$ cat config.mk
export PLATFORM = sky130hd
export DESIGN_NAME = tcp_reno_congestion_control_top_flat
export DESIGN_NICKNAME = d
export VERILOG_FILES = /design/src/rtl/trc_pkg.sv /design/src/rtl/trc_if.sv /design/src/rtl/trc_div.sv /design/src/rtl/trc_core.sv /design/src/rtl/tcp_reno_congestion_control_top.sv /design/src/flat_wrapper.sv
export SDC_FILE = /design/constraint.sdc
export NUM_CORES = 2
export LEC_CHECK = 0
export BUFFER_PORTS_ARGS = -buffer_cell sky130_fd_sc_hd__buf_2
export CAP_MARGIN = 30
export CORE_UTILIZATION = 25
export CTS_BUF_LIST = sky130_fd_sc_hd__clkbuf_8
export DETAILED_ROUTE_END_ITERATION = 12
export PLACE_DENSITY = 0.36
export SYNTH_ARGS = -nofsm -noshare
export SYNTH_HDL_FRONTEND = slang
export SYNTH_SLANG_ARGS = --single-unit
export TNS_END_PERCENT = 30
$ cat constraint.sdc
create_clock -name clk_i -period 19.4 [get_ports clk_i]
set_clock_uncertainty 0.15 [all_clocks]
set_input_delay 0 -clock clk_i [delete_from_list [all_inputs] [get_ports clk_i]]
set_output_delay 0 -clock clk_i [all_outputs]
set_load 0.01 [all_outputs]
$ cat src/rtl/trc_pkg.sv
package trc_pkg;

  localparam int unsigned MaxSegsPerAckDef = 64;

  localparam logic [2:0] KindEstablished = 3'd0;
  localparam logic [2:0] KindNewAck      = 3'd1;
  localparam logic [2:0] KindDupAck      = 3'd2;
  localparam logic [2:0] KindDataSent    = 3'd3;
  localparam logic [2:0] KindTimeout     = 3'd4;

  localparam logic [1:0] TmrLeave  = 2'd0;
  localparam logic [1:0] TmrStart  = 2'd1;
  localparam logic [1:0] TmrCancel = 2'd2;
  localparam logic [1:0] TmrRsvd   = 2'd3;

  localparam logic [2:0] RegVariant = 3'd0;
  localparam logic [2:0] RegMss     = 3'd1;
  localparam logic [2:0] RegNagle   = 3'd2;
  localparam logic [2:0] RegRetries = 3'd3;
  localparam logic [2:0] RegRtoMin  = 3'd4;
  localparam logic [2:0] RegRtoMax  = 3'd5;

  localparam logic [15:0] MssRst      = 16'd536;
  localparam logic [3:0]  RetriesRst  = 4'd12;
  localparam logic [17:0] RtoMinRst   = 18'd1000;
  localparam logic [17:0] RtoMaxRst   = 18'd240000;
  localparam logic [31:0] SsthreshRst = 32'd65535;
  localparam logic [17:0] RtoRst      = 18'd3000;
  localparam logic [31:0] RttVarRst   = 32'd6000;
  localparam logic [7:0]  DupThresh   = 8'd3;

  typedef struct packed {
    logic        variant_reno;
    logic [15:0] mss;
    logic        nagle_on;
    logic [3:0]  max_retries;
    logic [17:0] rto_min;
    logic [17:0] rto_max;
  } cfg_t;

  typedef struct packed {
    logic [2:0]  kind;
    logic [31:0] una;
    logic [31:0] smax;
    logic [31:0] wnd;
    logic [31:0] first;
    logic [7:0]  dups;
    logic [31:0] sseq;
    logic [31:0] now;
  } item_t;

  typedef struct packed {
    logic [31:0] cwnd;
    logic [31:0] ssthresh;
    logic [17:0] timeout;
    logic [1:0]  cmd;
    logic        rexmit;
    logic        abort_c;
    logic        try_send;
    logic        fso;
  } res_t;

  typedef enum logic [3:0] {
    ST_IDLE, ST_EXEC, ST_RTT_EST, ST_RTT_RTO, ST_WIN, ST_SEG_DIV,
    ST_GROW, ST_CA_START, ST_CA_DIV, ST_FIN
  } state_e;

  function automatic logic [31:0] sat32(input logic [35:0] v);
    sat32 = (v[35:32] != 4'd0) ? 32'hFFFF_FFFF : v[31:0];
  endfunction

  // v + (t - v)/8 with truncation toward zero
  function automatic logic [31:0] eighth_step(input logic [35:0] v, input logic [35:0] t);
    logic [35:0] d;
    if (t >= v) begin
      d = (t - v) >> 3;
      eighth_step = sat32(v + d);
    end else begin
      d = (v - t) >> 3;
      eighth_step = sat32(v - d);
    end
  endfunction

endpackage

$ cat src/rtl/trc_if.sv
interface trc_in_if;
  logic        valid;
  logic        ready;
  logic [2:0]  kind;
  logic [31:0] oldest_unacked;
  logic [31:0] highest_sent;
  logic [31:0] peer_window;
  logic [31:0] first_acked_seq;
  logic [7:0]  dup_ack_count;
  logic [31:0] sent_seq;
  logic [31:0] now_ms;

  modport source(output valid, kind, oldest_unacked, highest_sent, peer_window,
                 first_acked_seq, dup_ack_count, sent_seq, now_ms, input ready);
  modport sink(input valid, kind, oldest_unacked, highest_sent, peer_window,
               first_acked_seq, dup_ack_count, sent_seq, now_ms, output ready);
endinterface

interface trc_out_if;
  logic        valid;
  logic        ready;
  logic [31:0] cwnd_bytes;
  logic [31:0] slow_start_threshold;
  logic [17:0] timeout_ms;
  logic [1:0]  timer_command;
  logic        do_retransmit;
  logic        abort_connection;
  logic        try_send;
  logic        full_segments_only;

  modport source(output valid, cwnd_bytes, slow_start_threshold, timeout_ms,
                 timer_command, do_retransmit, abort_connection, try_send,
                 full_segments_only, input ready);
  modport sink(input valid, cwnd_bytes, slow_start_threshold, timeout_ms,
               timer_command, do_retransmit, abort_connection, try_send,
               full_segments_only, output ready);
endinterface

$ cat src/rtl/trc_div.sv
module trc_div (
  input  logic        clk_i,
  input  logic        rst_ni,
  input  logic        start_i,
  input  logic [31:0] num_i,
  input  logic [31:0] den_i,
  output logic        done_o,
  output logic [31:0] quo_o
);

  localparam int unsigned Steps = 32;
  localparam int unsigned CntW  = $clog2(Steps + 1);

  logic [31:0]     rem_q, rem_d, quo_q, quo_d, den_q, den_d;
  logic [CntW-1:0] cnt_q, cnt_d;
  logic            busy_q, busy_d, done_q, done_d;
  logic [32:0]     shifted, trial;

  // restoring division, one quotient bit per cycle
  always_comb begin
    shifted = {rem_q, quo_q[31]};
    trial   = shifted - {1'b0, den_q};
    rem_d   = rem_q;
    quo_d   = quo_q;
    den_d   = den_q;
    cnt_d   = cnt_q;
    busy_d  = busy_q;
    done_d  = 1'b0;
    if (start_i) begin
      rem_d  = '0;
      quo_d  = num_i;
      den_d  = den_i;
      cnt_d  = CntW'(Steps);
      busy_d = 1'b1;
    end else if (busy_q) begin
      if (!trial[32]) begin
        rem_d = trial[31:0];
        quo_d = {quo_q[30:0], 1'b1};
      end else begin
        rem_d = shifted[31:0];
        quo_d = {quo_q[30:0], 1'b0};
      end
      cnt_d = cnt_q - 1'b1;
      if (cnt_q == CntW'(1)) begin
        busy_d = 1'b0;
        done_d = 1'b1;
      end
    end
  end

  always_ff @(posedge clk_i or negedge rst_ni) begin
    if (!rst_ni) begin
      cnt_q  <= '0;
      busy_q <= 1'b0;
      done_q <= 1'b0;
    end else begin
      cnt_q  <= cnt_d;
      busy_q <= busy_d;
      done_q <= done_d;
    end
  end

  always_ff @(posedge clk_i) begin
    rem_q <= rem_d;
    quo_q <= quo_d;
    den_q <= den_d;
  end

  assign done_o = done_q;
  assign quo_o  = quo_q;

endmodule

$ cat src/rtl/trc_core.sv
module trc_core #(
  parameter int unsigned MaxSegs = trc_pkg::MaxSegsPerAckDef
) (
  input  logic          clk_i,
  input  logic          rst_ni,
  input  trc_pkg::cfg_t cfg_i,
  input  logic          in_valid_i,
  output logic          in_ready_o,
  input  trc_pkg::item_t item_i,
  input  logic          out_free_i,
  output logic          fin_o,
  output trc_pkg::res_t res_o,
  output logic          div_start_o,
  output logic [31:0]   div_num_o,
  output logic [31:0]   div_den_o,
  input  logic          div_done_i,
  input  logic [31:0]   div_quo_i
);

  localparam int unsigned SegW = $clog2(MaxSegs + 1);
  localparam logic [SegW-1:0] SegsMax = SegW'(MaxSegs);
  localparam logic [SegW-1:0] SegsOne = SegW'(1);

  trc_pkg::state_e state_q, state_d;
  trc_pkg::item_t  it_q;

  logic [31:0]     cwnd_q, ss_q, srtt_q, rttvar_q, mseq_q, mstart_q, msq_q;
  logic [17:0]     rto_q;
  logic [3:0]      retry_q;
  logic            meas_q, tmr_q;
  logic [1:0]      cmd_q;
  logic            rexmit_q, abort_q, try_q, fso_q;
  logic [SegW-1:0] segs_q;

  logic [31:0]      mss32, diff, flight, half, two_mss, ss_shrink, elapsed;
  logic             una_eq, ack_samples, reno_fast, seg_div_ok, slow_start;
  logic [35:0]      m36, s36, abs_err, rto_sum, rto_raw, grow_sum, ca_sum;
  logic [31:0]      new_srtt, new_var;
  logic [17:0]      rto_clamp, rto_dbl;
  logic [18:0]      dbl;
  logic [17:0]      mss3;
  logic [4:0]       retry_next;
  logic [SegW-1:0]  segs_div;
  logic [SegW+15:0] seg_prod;

  always_comb begin
    mss32       = {16'd0, cfg_i.mss};
    una_eq      = (it_q.una == it_q.smax);
    diff        = it_q.una - it_q.first;
    flight      = (cwnd_q < it_q.wnd) ? cwnd_q : it_q.wnd;
    half        = flight >> 1;
    two_mss     = {15'd0, cfg_i.mss, 1'b0};
    ss_shrink   = (half > two_mss) ? half : two_mss;
    ack_samples = meas_q && ((mseq_q - it_q.una) >> 31) != 32'd0;
    reno_fast   = cfg_i.variant_reno && (it_q.dups >= trc_pkg::DupThresh);
    seg_div_ok  = !diff[31] && (cfg_i.mss != 16'd0);
    slow_start  = (cwnd_q <= ss_q);
    // rtt estimator
    elapsed     = it_q.now - mstart_q;
    m36         = {1'b0, elapsed, 3'b000};
    s36         = {4'd0, srtt_q};
    abs_err     = (s36 >= m36) ? (s36 - m36) : (m36 - s36);
    new_srtt    = trc_pkg::eighth_step(s36, m36);
    new_var     = trc_pkg::eighth_step({4'd0, rttvar_q}, abs_err);
    rto_sum     = {4'd0, srtt_q} + {2'd0, rttvar_q, 2'b00};
    rto_raw     = rto_sum >> 3;
    if (rto_raw > {18'd0, cfg_i.rto_max}) begin
      rto_clamp = cfg_i.rto_max;
    end else if (rto_raw < {18'd0, cfg_i.rto_min}) begin
      rto_clamp = cfg_i.rto_min;
    end else begin
      rto_clamp = rto_raw[17:0];
    end
    dbl         = {rto_q, 1'b0};
    rto_dbl     = (dbl > {1'b0, cfg_i.rto_max}) ? cfg_i.rto_max : dbl[17:0];
    mss3        = {2'd0, cfg_i.mss} + {1'b0, cfg_i.mss, 1'b0};
    retry_next  = {1'b0, retry_q} + 5'd1;
    if (div_quo_i > 32'(MaxSegs)) begin
      segs_div = SegsMax;
    end else if (div_quo_i == 32'd0) begin
      segs_div = SegsOne;
    end else begin
      segs_div = div_quo_i[SegW-1:0];
    end
    seg_prod    = segs_q * cfg_i.mss;
    grow_sum    = {4'd0, cwnd_q} + 36'(seg_prod);
    ca_sum      = {4'd0, cwnd_q} + {4'd0, div_quo_i};
  end

  // next state
  always_comb begin
    state_d = state_q;
    unique case (state_q)
      trc_pkg::ST_IDLE:     if (in_valid_i) state_d = trc_pkg::ST_EXEC;
      trc_pkg::ST_EXEC: begin
        if (it_q.kind == trc_pkg::KindNewAck) begin
          state_d = ack_samples ? trc_pkg::ST_RTT_EST : trc_pkg::ST_WIN;
        end else begin
          state_d = trc_pkg::ST_FIN;
        end
      end
      trc_pkg::ST_RTT_EST:  state_d = trc_pkg::ST_RTT_RTO;
      trc_pkg::ST_RTT_RTO:  state_d = trc_pkg::ST_WIN;
      trc_pkg::ST_WIN: begin
        if (reno_fast) state_d = trc_pkg::ST_FIN;
        else if (seg_div_ok) state_d = trc_pkg::ST_SEG_DIV;
        else state_d = trc_pkg::ST_GROW;
      end
      trc_pkg::ST_SEG_DIV:  if (div_done_i) state_d = trc_pkg::ST_GROW;
      trc_pkg::ST_GROW:     state_d = slow_start ? trc_pkg::ST_FIN : trc_pkg::ST_CA_DIV;
      trc_pkg::ST_CA_START: state_d = trc_pkg::ST_CA_DIV;
      trc_pkg::ST_CA_DIV: begin
        if (div_done_i) begin
          state_d = (segs_q == SegsOne) ? trc_pkg::ST_FIN : trc_pkg::ST_CA_START;
        end
      end
      trc_pkg::ST_FIN:      if (out_free_i) state_d = trc_pkg::ST_IDLE;
      default:              state_d = trc_pkg::ST_IDLE;
    endcase
  end

  // outputs
  always_comb begin
    in_ready_o  = (state_q == trc_pkg::ST_IDLE);
    fin_o       = (state_q == trc_pkg::ST_FIN) && out_free_i;
    div_start_o = ((state_q == trc_pkg::ST_WIN) && !reno_fast && seg_div_ok) ||
                  ((state_q == trc_pkg::ST_GROW) && !slow_start) ||
                  (state_q == trc_pkg::ST_CA_START);
    div_num_o   = (state_q == trc_pkg::ST_WIN) ? diff : msq_q;
    div_den_o   = (state_q == trc_pkg::ST_WIN) ? mss32 : cwnd_q;
    res_o.cwnd     = cwnd_q;
    res_o.ssthresh = ss_q;
    res_o.timeout  = rto_q;
    res_o.cmd      = cmd_q;
    res_o.rexmit   = rexmit_q;
    res_o.abort_c  = abort_q;
    res_o.try_send = try_q;
    res_o.fso      = fso_q;
  end

  always_ff @(posedge clk_i or negedge rst_ni) begin
    if (!rst_ni) begin
      state_q  <= trc_pkg::ST_IDLE;
      cwnd_q   <= '0;
      ss_q     <= trc_pkg::SsthreshRst;
      rto_q    <= trc_pkg::RtoRst;
      retry_q  <= '0;
      srtt_q   <= '0;
      rttvar_q <= trc_pkg::RttVarRst;
      meas_q   <= 1'b0;
      mseq_q   <= '0;
      mstart_q <= '0;
      tmr_q    <= 1'b0;
      cmd_q    <= trc_pkg::TmrLeave;
      rexmit_q <= 1'b0;
      abort_q  <= 1'b0;
      try_q    <= 1'b0;
      fso_q    <= 1'b0;
    end else begin
      state_q <= state_d;
      unique case (state_q)
        trc_pkg::ST_EXEC: begin
          cmd_q    <= trc_pkg::TmrLeave;
          rexmit_q <= 1'b0;
          abort_q  <= 1'b0;
          try_q    <= 1'b0;
          fso_q    <= cfg_i.nagle_on && !una_eq;
          case (it_q.kind)
            trc_pkg::KindEstablished: cwnd_q <= mss32;
            trc_pkg::KindNewAck: begin
              try_q <= 1'b1;
              if (una_eq) begin
                cmd_q <= trc_pkg::TmrCancel;
                tmr_q <= 1'b0;
              end else begin
                retry_q <= '0;
                cmd_q   <= trc_pkg::TmrStart;
                tmr_q   <= 1'b1;
              end
            end
            trc_pkg::KindDupAck: begin
              if (it_q.dups == trc_pkg::DupThresh) begin
                ss_q     <= ss_shrink;
                cwnd_q   <= cfg_i.variant_reno ? {14'd0, mss3} : mss32;
                meas_q   <= 1'b0;
                retry_q  <= '0;
                cmd_q    <= trc_pkg::TmrStart;
                tmr_q    <= 1'b1;
                rexmit_q <= 1'b1;
              end else if (it_q.dups > trc_pkg::DupThresh && cfg_i.variant_reno) begin
                cwnd_q <= trc_pkg::sat32({4'd0, cwnd_q} + {4'd0, mss32});
              end
            end
            trc_pkg::KindDataSent: begin
              if (!tmr_q) begin
                retry_q <= '0;
                cmd_q   <= trc_pkg::TmrStart;
                tmr_q   <= 1'b1;
              end
              if (!meas_q) begin
                mseq_q   <= it_q.sseq;
                mstart_q <= it_q.now;
                meas_q   <= 1'b1;
              end
            end
            trc_pkg::KindTimeout: begin
              retry_q <= retry_next[4] ? 4'hF : retry_next[3:0];
              if (retry_next > {1'b0, cfg_i.max_retries}) begin
                abort_q <= 1'b1;
                tmr_q   <= 1'b0;
              end else begin
                rto_q    <= rto_dbl;
                cmd_q    <= trc_pkg::TmrStart;
                tmr_q    <= 1'b1;
                meas_q   <= 1'b0;
                ss_q     <= ss_shrink;
                cwnd_q   <= mss32;
                rexmit_q <= 1'b1;
              end
            end
            default: ;
          endcase
        end
        trc_pkg::ST_RTT_EST: begin
          srtt_q   <= new_srtt;
          rttvar_q <= new_var;
          meas_q   <= 1'b0;
        end
        trc_pkg::ST_RTT_RTO: rto_q <= rto_clamp;
        trc_pkg::ST_WIN: begin
          segs_q <= SegsOne;
          if (reno_fast) cwnd_q <= ss_q;
        end
        trc_pkg::ST_SEG_DIV: if (div_done_i) segs_q <= segs_div;
        trc_pkg::ST_GROW: if (slow_start) cwnd_q <= trc_pkg::sat32(grow_sum);
        trc_pkg::ST_CA_DIV: begin
          if (div_done_i) begin
            cwnd_q <= trc_pkg::sat32(ca_sum);
            segs_q <= segs_q - SegsOne;
          end
        end
        default: ;
      endcase
    end
  end

  always_ff @(posedge clk_i) begin
    if (in_valid_i && in_ready_o) it_q <= item_i;
    if (state_q == trc_pkg::ST_EXEC) msq_q <= cfg_i.mss * cfg_i.mss;
  end

endmodule

$ cat src/rtl/tcp_reno_congestion_control_top.sv
// channel  | dir | handshake      | word
// in_s     | in  | valid / ready  | event: kind, sequence numbers, window, dups, time
// out_s    | out | valid / ready  | cwnd, ssthresh, rto, timer command, flags
// cfg      | in  | cfg_we_i       | register index and data, no read-back
// a plain event passes the accept, execute and finish states; its word is registered
// into the output slot when the finish state hands it over
// a new ack adds the rtt estimate and rto steps when it samples, the window steps,
// the segment count division when it runs, and one division per acked segment in
// congestion avoidance on the one 32-step shared divider, up to 64 segments
// reset clears the window state and loads the register defaults
// one event at a time; a finished word waits in the output register while the
// next event is accepted, and the sequencer holds its result until that slot frees
module tcp_reno_congestion_control_top #(
  parameter int unsigned MaxSegsPerAck = trc_pkg::MaxSegsPerAckDef
) (
  input  logic        clk_i,
  input  logic        rst_ni,
  trc_in_if.sink      in_s,
  trc_out_if.source   out_s,
  input  logic        cfg_we_i,
  input  logic [2:0]  cfg_idx_i,
  input  logic [17:0] cfg_data_i
);

  trc_pkg::cfg_t  cfg_q;
  trc_pkg::item_t item;
  trc_pkg::res_t  res, res_q;
  logic           out_valid_q, out_free, fin;
  logic           div_start, div_done;
  logic [31:0]    div_num, div_den, div_quo;

  always_ff @(posedge clk_i or negedge rst_ni) begin
    if (!rst_ni) begin
      cfg_q.variant_reno <= 1'b0;
      cfg_q.mss          <= trc_pkg::MssRst;
      cfg_q.nagle_on     <= 1'b1;
      cfg_q.max_retries  <= trc_pkg::RetriesRst;
      cfg_q.rto_min      <= trc_pkg::RtoMinRst;
      cfg_q.rto_max      <= trc_pkg::RtoMaxRst;
    end else if (cfg_we_i) begin
      unique case (cfg_idx_i)
        trc_pkg::RegVariant: cfg_q.variant_reno <= cfg_data_i[0];
        trc_pkg::RegMss:     cfg_q.mss          <= cfg_data_i[15:0];
        trc_pkg::RegNagle:   cfg_q.nagle_on     <= cfg_data_i[0];
        trc_pkg::RegRetries: cfg_q.max_retries  <= cfg_data_i[3:0];
        trc_pkg::RegRtoMin:  cfg_q.rto_min      <= cfg_data_i;
        trc_pkg::RegRtoMax:  cfg_q.rto_max      <= cfg_data_i;
        default: ;
      endcase
    end
  end

  assign item.kind  = in_s.kind;
  assign item.una   = in_s.oldest_unacked;
  assign item.smax  = in_s.highest_sent;
  assign item.wnd   = in_s.peer_window;
  assign item.first = in_s.first_acked_seq;
  assign item.dups  = in_s.dup_ack_count;
  assign item.sseq  = in_s.sent_seq;
  assign item.now   = in_s.now_ms;

  assign out_free = !out_valid_q || out_s.ready;

  trc_core #(
    .MaxSegs(MaxSegsPerAck)
  ) u_core (
    .clk_i       (clk_i),
    .rst_ni      (rst_ni),
    .cfg_i       (cfg_q),
    .in_valid_i  (in_s.valid),
    .in_ready_o  (in_s.ready),
    .item_i      (item),
    .out_free_i  (out_free),
    .fin_o       (fin),
    .res_o       (res),
    .div_start_o (div_start),
    .div_num_o   (div_num),
    .div_den_o   (div_den),
    .div_done_i  (div_done),
    .div_quo_i   (div_quo)
  );

  trc_div u_div (
    .clk_i   (clk_i),
    .rst_ni  (rst_ni),
    .start_i (div_start),
    .num_i   (div_num),
    .den_i   (div_den),
    .done_o  (div_done),
    .quo_o   (div_quo)
  );

  always_ff @(posedge clk_i or negedge rst_ni) begin
    if (!rst_ni) begin
      out_valid_q <= 1'b0;
    end else if (fin) begin
      out_valid_q <= 1'b1;
    end else if (out_s.ready) begin
      out_valid_q <= 1'b0;
    end
  end

  always_ff @(posedge clk_i) begin
    if (fin) res_q <= res;
  end

  assign out_s.valid                = out_valid_q;
  assign out_s.cwnd_bytes           = res_q.cwnd;
  assign out_s.slow_start_threshold = res_q.ssthresh;
  assign out_s.timeout_ms           = res_q.timeout;
  assign out_s.timer_command        = res_q.cmd;
  assign out_s.do_retransmit        = res_q.rexmit;
  assign out_s.abort_connection     = res_q.abort_c;
  assign out_s.try_send             = res_q.try_send;
  assign out_s.full_segments_only   = res_q.fso;

endmodule

$ cat src/flat_wrapper.sv
// flat-port wrapper written by rule: the top's interface ports become plain ports
module tcp_reno_congestion_control_top_flat 
#(
  parameter int unsigned MaxSegsPerAck = trc_pkg::MaxSegsPerAckDef
)
  (clk_i, rst_ni, cfg_we_i, cfg_idx_i, cfg_data_i, in_s_valid, in_s_kind, in_s_oldest_unacked, in_s_highest_sent, in_s_peer_window, in_s_first_acked_seq, in_s_dup_ack_count, in_s_sent_seq, in_s_now_ms, in_s_ready, out_s_valid, out_s_cwnd_bytes, out_s_slow_start_threshold, out_s_timeout_ms, out_s_timer_command, out_s_do_retransmit, out_s_abort_connection, out_s_try_send, out_s_full_segments_only, out_s_ready);
  trc_in_if in_s_i ();
  trc_out_if out_s_i ();
  input  logic clk_i;
  input  logic rst_ni;
  input  logic cfg_we_i;
  input  logic [2:0] cfg_idx_i;
  input  logic [17:0] cfg_data_i;
  input wire logic [$bits(in_s_i.valid)-1:0] in_s_valid;
  input wire logic [$bits(in_s_i.kind)-1:0] in_s_kind;
  input wire logic [$bits(in_s_i.oldest_unacked)-1:0] in_s_oldest_unacked;
  input wire logic [$bits(in_s_i.highest_sent)-1:0] in_s_highest_sent;
  input wire logic [$bits(in_s_i.peer_window)-1:0] in_s_peer_window;
  input wire logic [$bits(in_s_i.first_acked_seq)-1:0] in_s_first_acked_seq;
  input wire logic [$bits(in_s_i.dup_ack_count)-1:0] in_s_dup_ack_count;
  input wire logic [$bits(in_s_i.sent_seq)-1:0] in_s_sent_seq;
  input wire logic [$bits(in_s_i.now_ms)-1:0] in_s_now_ms;
  output wire logic [$bits(in_s_i.ready)-1:0] in_s_ready;
  output wire logic [$bits(out_s_i.valid)-1:0] out_s_valid;
  output wire logic [$bits(out_s_i.cwnd_bytes)-1:0] out_s_cwnd_bytes;
  output wire logic [$bits(out_s_i.slow_start_threshold)-1:0] out_s_slow_start_threshold;
  output wire logic [$bits(out_s_i.timeout_ms)-1:0] out_s_timeout_ms;
  output wire logic [$bits(out_s_i.timer_command)-1:0] out_s_timer_command;
  output wire logic [$bits(out_s_i.do_retransmit)-1:0] out_s_do_retransmit;
  output wire logic [$bits(out_s_i.abort_connection)-1:0] out_s_abort_connection;
  output wire logic [$bits(out_s_i.try_send)-1:0] out_s_try_send;
  output wire logic [$bits(out_s_i.full_segments_only)-1:0] out_s_full_segments_only;
  input wire logic [$bits(out_s_i.ready)-1:0] out_s_ready;
  assign in_s_i.valid = in_s_valid;
  assign in_s_i.kind = in_s_kind;
  assign in_s_i.oldest_unacked = in_s_oldest_unacked;
  assign in_s_i.highest_sent = in_s_highest_sent;
  assign in_s_i.peer_window = in_s_peer_window;
  assign in_s_i.first_acked_seq = in_s_first_acked_seq;
  assign in_s_i.dup_ack_count = in_s_dup_ack_count;
  assign in_s_i.sent_seq = in_s_sent_seq;
  assign in_s_i.now_ms = in_s_now_ms;
  assign in_s_ready = in_s_i.ready;
  assign out_s_valid = out_s_i.valid;
  assign out_s_cwnd_bytes = out_s_i.cwnd_bytes;
  assign out_s_slow_start_threshold = out_s_i.slow_start_threshold;
  assign out_s_timeout_ms = out_s_i.timeout_ms;
  assign out_s_timer_command = out_s_i.timer_command;
  assign out_s_do_retransmit = out_s_i.do_retransmit;
  assign out_s_abort_connection = out_s_i.abort_connection;
  assign out_s_try_send = out_s_i.try_send;
  assign out_s_full_segments_only = out_s_i.full_segments_only;
  assign out_s_i.ready = out_s_ready;
  tcp_reno_congestion_control_top #(.MaxSegsPerAck(MaxSegsPerAck)) u_core (.clk_i(clk_i), .rst_ni(rst_ni), .in_s(in_s_i), .out_s(out_s_i), .cfg_we_i(cfg_we_i), .cfg_idx_i(cfg_idx_i), .cfg_data_i(cfg_data_i));
endmodule
==> summary.md <==
* **run status** completed
* **type of the setup path with the least slack** register to register
* **clock buffers created by TritonCTS** 158
* **Final Critical Period** 12.83 ns
* **final number of hold-violating endpoints** 0
* **RSZ-0062 raised after global routing** no
* **later-pin clock latency in the skew report** 0.91 ns
* **net switching component of the power** 3780 uW
* **maximum level of the CTS H-tree** 4
* **height of the die** 517 um
* **power after layout** 8620 uW
* **Worst Setup Start Kind** register
* **detailed-route DRC error count** 0
* **overall routing resource usage** 0.196
* **share of synthesized flip-flops with an asynchronous set or reset** 0.408
* **first-pass detailed-route iteration total** 6
* **setup_tns** 0 ns
* **wire length of the first global-routing pass** 388000 um
* **standard-cell rows** 188
* **total I/O pin count** 319
* **slew at the pin with the worst max-slew slack** 1.01 ns
* **portion of the clock cycle consumed by the worst path in the final layout** 0.662
* **Synth Flop Type** edfxtp_1
* **number of buffers added for setup after CTS** 0
* **floorplan die width** 517 um
* **flip-flop and latch count after synthesis** 716
* **TritonCTS clock tree** built
* **total half-perimeter wirelength after legalization and detailed placement** 206000 um
* **distinct cell type count after synthesis** 105
* **final setup violating endpoints** 0
* **number of global-route vias before repair** 57346
* **top fanout value on the critical path** 37
* **routed vias** 56670
* **GR Overflow Total** 0
* **count of input and output buffers** 317
* **Layout Area Growth over Synthesis** 21.1%
* **Avg Synthesized Cell Area** 9.18 um^2
* **fraction of post-synthesis cell area in the top cell type by area** 0.177
* **Slowest Stage Delay on Critical Path** 0.58 ns
* **Routed WL per cell** 22.6 um
* **timing-limited maximum frequency** 0.0779 GHz
* **quantity of gates resized following cts** 0
* **netlist area before placement** 66300 um^2
* **cell count after placement** 10931
* **placeable core area** 263000 um^2
* **initial antenna violation count** 37
* **share of total power in sequential cells** 0.215
* **number of instances in the synthesized netlist** 7221
* **Final nets** 9320
* **GP Congestion** 0.906
* **net count after synthesis** 8486
* **main area contributors after synthesis** edfxtp_1 (18%), ha_1 (15%), dfrtp_1 (9.2%), fa_1 (8.0%), inv_1 (4.7%)
* **slowest cell on the critical path** a2111oi_2
* **ratio of cells with drive above 1 in the final layout** 0.115
* **worst vdd rail ir drop** 0.344 mV
* **root cell of the clock tree** clkbuf_8
* **arrival time at the worst endpoint** 13.44 ns
* **static power due to leakage** 0.0360 uW
* **hold path startpoint** cfg_idx_i[2]
* **class of the most critical hold timing path** input port to register
* **via density per instance** 4.84
* **Warnings, synthesis** 0
* **beginning of the worst register-to-register path** u_core.u_core.it_q[5]
* **Max Root-Sink Buffers** 4
* **sequential element share of the synthesized area** 0.298
* **power per cell area** 107 nW/um^2
* **Total Wirelength** 265000 um
* **cell type contributing the most total cell area after synthesis** edfxtp_1
* **most prevalent standard cell on the critical path** a21oi_1
* **Maximum Capacitance Violations** 0
* **DR iter-0 viols** 3837
* **Setup crit end kind** register
* **Internal Pwr Total** 4840 uW
* **maximum number of pins on one net before global-route repair** 161
* **Slew Limit Fails** 0
* **fraction of power spent switching nets** 0.439
* **power share of the combinational group** 0.586
* **full die area** 267000 um^2
* **CP Launch Point** u_core.u_core.it_q[5]
* **number of enable-type register cells in the synthesized netlist** 392
* **starting density of the core** 0.252
* **part of the total power dissipated in the clock network** 0.199
* **critical path required time** 20.01 ns
* **Reg clk slew, reported paths** 0.06 ns
* **worst slew slack as a fraction of its limit** 0.328
* **Antenna Violating Nets Remaining** 0
* **Layout Cells excl Fill** 11705
* **clock net sink count** 716
-- kinds of logic (layout without fill, tap and decap cells) --
family	count (synthesis)	in the layout	synth area share
adders and majority gates	1036	1036	0.226
buffers and inverters	1090	2045	0.0631
AOI/OAI and AO/OA	1926	1926	0.186
muxes	242	242	0.0391
DFF	716	716	0.298
other	1	15	0.0000565
xor gates and xnor gates	484	484	0.0640
and+or+nand+nor	1726	1726	0.124
-- Yosys cell counts (90+ instances only) --
cell and count:
mux2i_1 103, nand2_1 476, a21oi_1 582, ha_1 770
inv_1 839, fa_1 266, nand2b_1 90, o21ai_0 417
nor2_1 499, xnor2_1 322, mux2_2 139, nor2b_1 90
clkbuf_1 189, nand3_1 109, edfxtp_1 392, a21o_1 239
xor2_1 161, dfrtp_1 243, nor3_1 117
-- what timing repair did --
| item | CTS | global route |
|---|---|---|
| endpoints found under the hold margin | 563 | 0 |
| hold buffers | 477 | 0 |
| setup endpoints to repair | 0 | 0 |
-- cell type report --
type | count | area, um^2
sequential | 716 | 19800
inverter | 846 | 3180
antenna | 14 | 35.0
fill | 27933 | 183000
clock buffer | 177 | 2440
clock inverter | 104 | 647
tap | 3515 | 4400
timing repair buffer | 918 | 7370
multi-input combinational | 5415 | 42500
-- layout by cell type (no fill, tap or decap), drive strengths merged, types with 103 or more instances in the layout --
cell,Yosys,routed
clkbuf,190,177
nand3,110,110
buf,54,442
ha,770,770
a21o,241,241
xor2,161,161
o21ai,424,424
edfxtp,392,392
mux2i,103,103
dfrtp,243,243
a21oi,583,583
nor2,499,499
fa,266,266
xnor2,323,323
mux2,139,139
nor3,120,120
inv,840,905
dlygate4sd3,0,476
nand2,476,476
-- registers in the layout, summed over array words and instances (netlist names), 31 cells and up --
| register | count |
|---|---|
| u_core.cfg_q | 58 |
| u_core.out_s.cwnd_bytes | 32 |
| u_core.out_s.slow_start_threshold | 31 |
| u_core.u_core.cwnd_q | 32 |
| u_core.u_core.it_q | 203 |
| u_core.u_core.mseq_q | 32 |
| u_core.u_core.msq_q | 31 |
| u_core.u_core.mstart_q | 32 |
| u_core.u_core.rttvar_q | 32 |
| u_core.u_core.srtt_q | 32 |
| u_core.u_core.ss_q | 31 |
| u_core.u_div.den_q | 32 |
| u_core.u_div.quo_o | 32 |
| u_core.u_div.rem_q | 32 |
-- routing by layer --
metal | GRT usage | routed length [um]
met5 | 0 | 198
met4 | 0.0516 | 7070
met3 | 0.0291 | 12400
met2 | 0.301 | 113000
met1 | 0.283 | 132000
-- worst max-delay path: cells and delay by family, from the launching register on --
family          cells  cell delay [ns]
fa+ha+maj           4             1.37
mux                 2             0.60
xor+xnor            1             0.15
simple gates       11             2.83
compound gates     26             6.51
flops               1             0.39
buf+inv             2             0.69
-- path summary, 6_finish.rpt --
check,end,slack (ns),cells after the start
max,u_core.u_core.rttvar_q[0],6.57,46
min,u_core.cfg_q[40],0.08,5
max reg2reg,u_core.u_core.rttvar_q[0],6.57,46
min reg2reg,u_core.u_core.mseq_q[27],0.29,1
max in group asynchronous,u_core.u_div.busy_q,17.19,6
min in group asynchronous,u_core.out_s.valid,0.20,4
-- power groups by stage --
stage / Combinational [uW] / Clock (uW) / Sequential, uW
6_report: 5040 / 1720 / 1850
5_1_grt: 5730 / 1850 / 1860
4_1_cts: 5220 / 1790 / 1850
3_5_place_dp: 5050 / 0 / 1880
3_3_place_gp: 5110 / 0 / 1880
2_1_floorplan: 3410 / 0 / 1890
-- through the flow --
stage	instance area [um^2]	worst slack, ns	hold slack (ns)	util
finish	80300	6.57	0.0835	0.305
CTS	80300	6.51	0.00204	0.305
floorplan	66300	8.21	-0.446	-
detailed placement	72400	6.60	-0.221	0.275
global route	80300	5.65	0.0357	0.305
global placement	72300	6.17	-0.219	0.275
No activity file was read; power rests on OpenSTA's default activity.
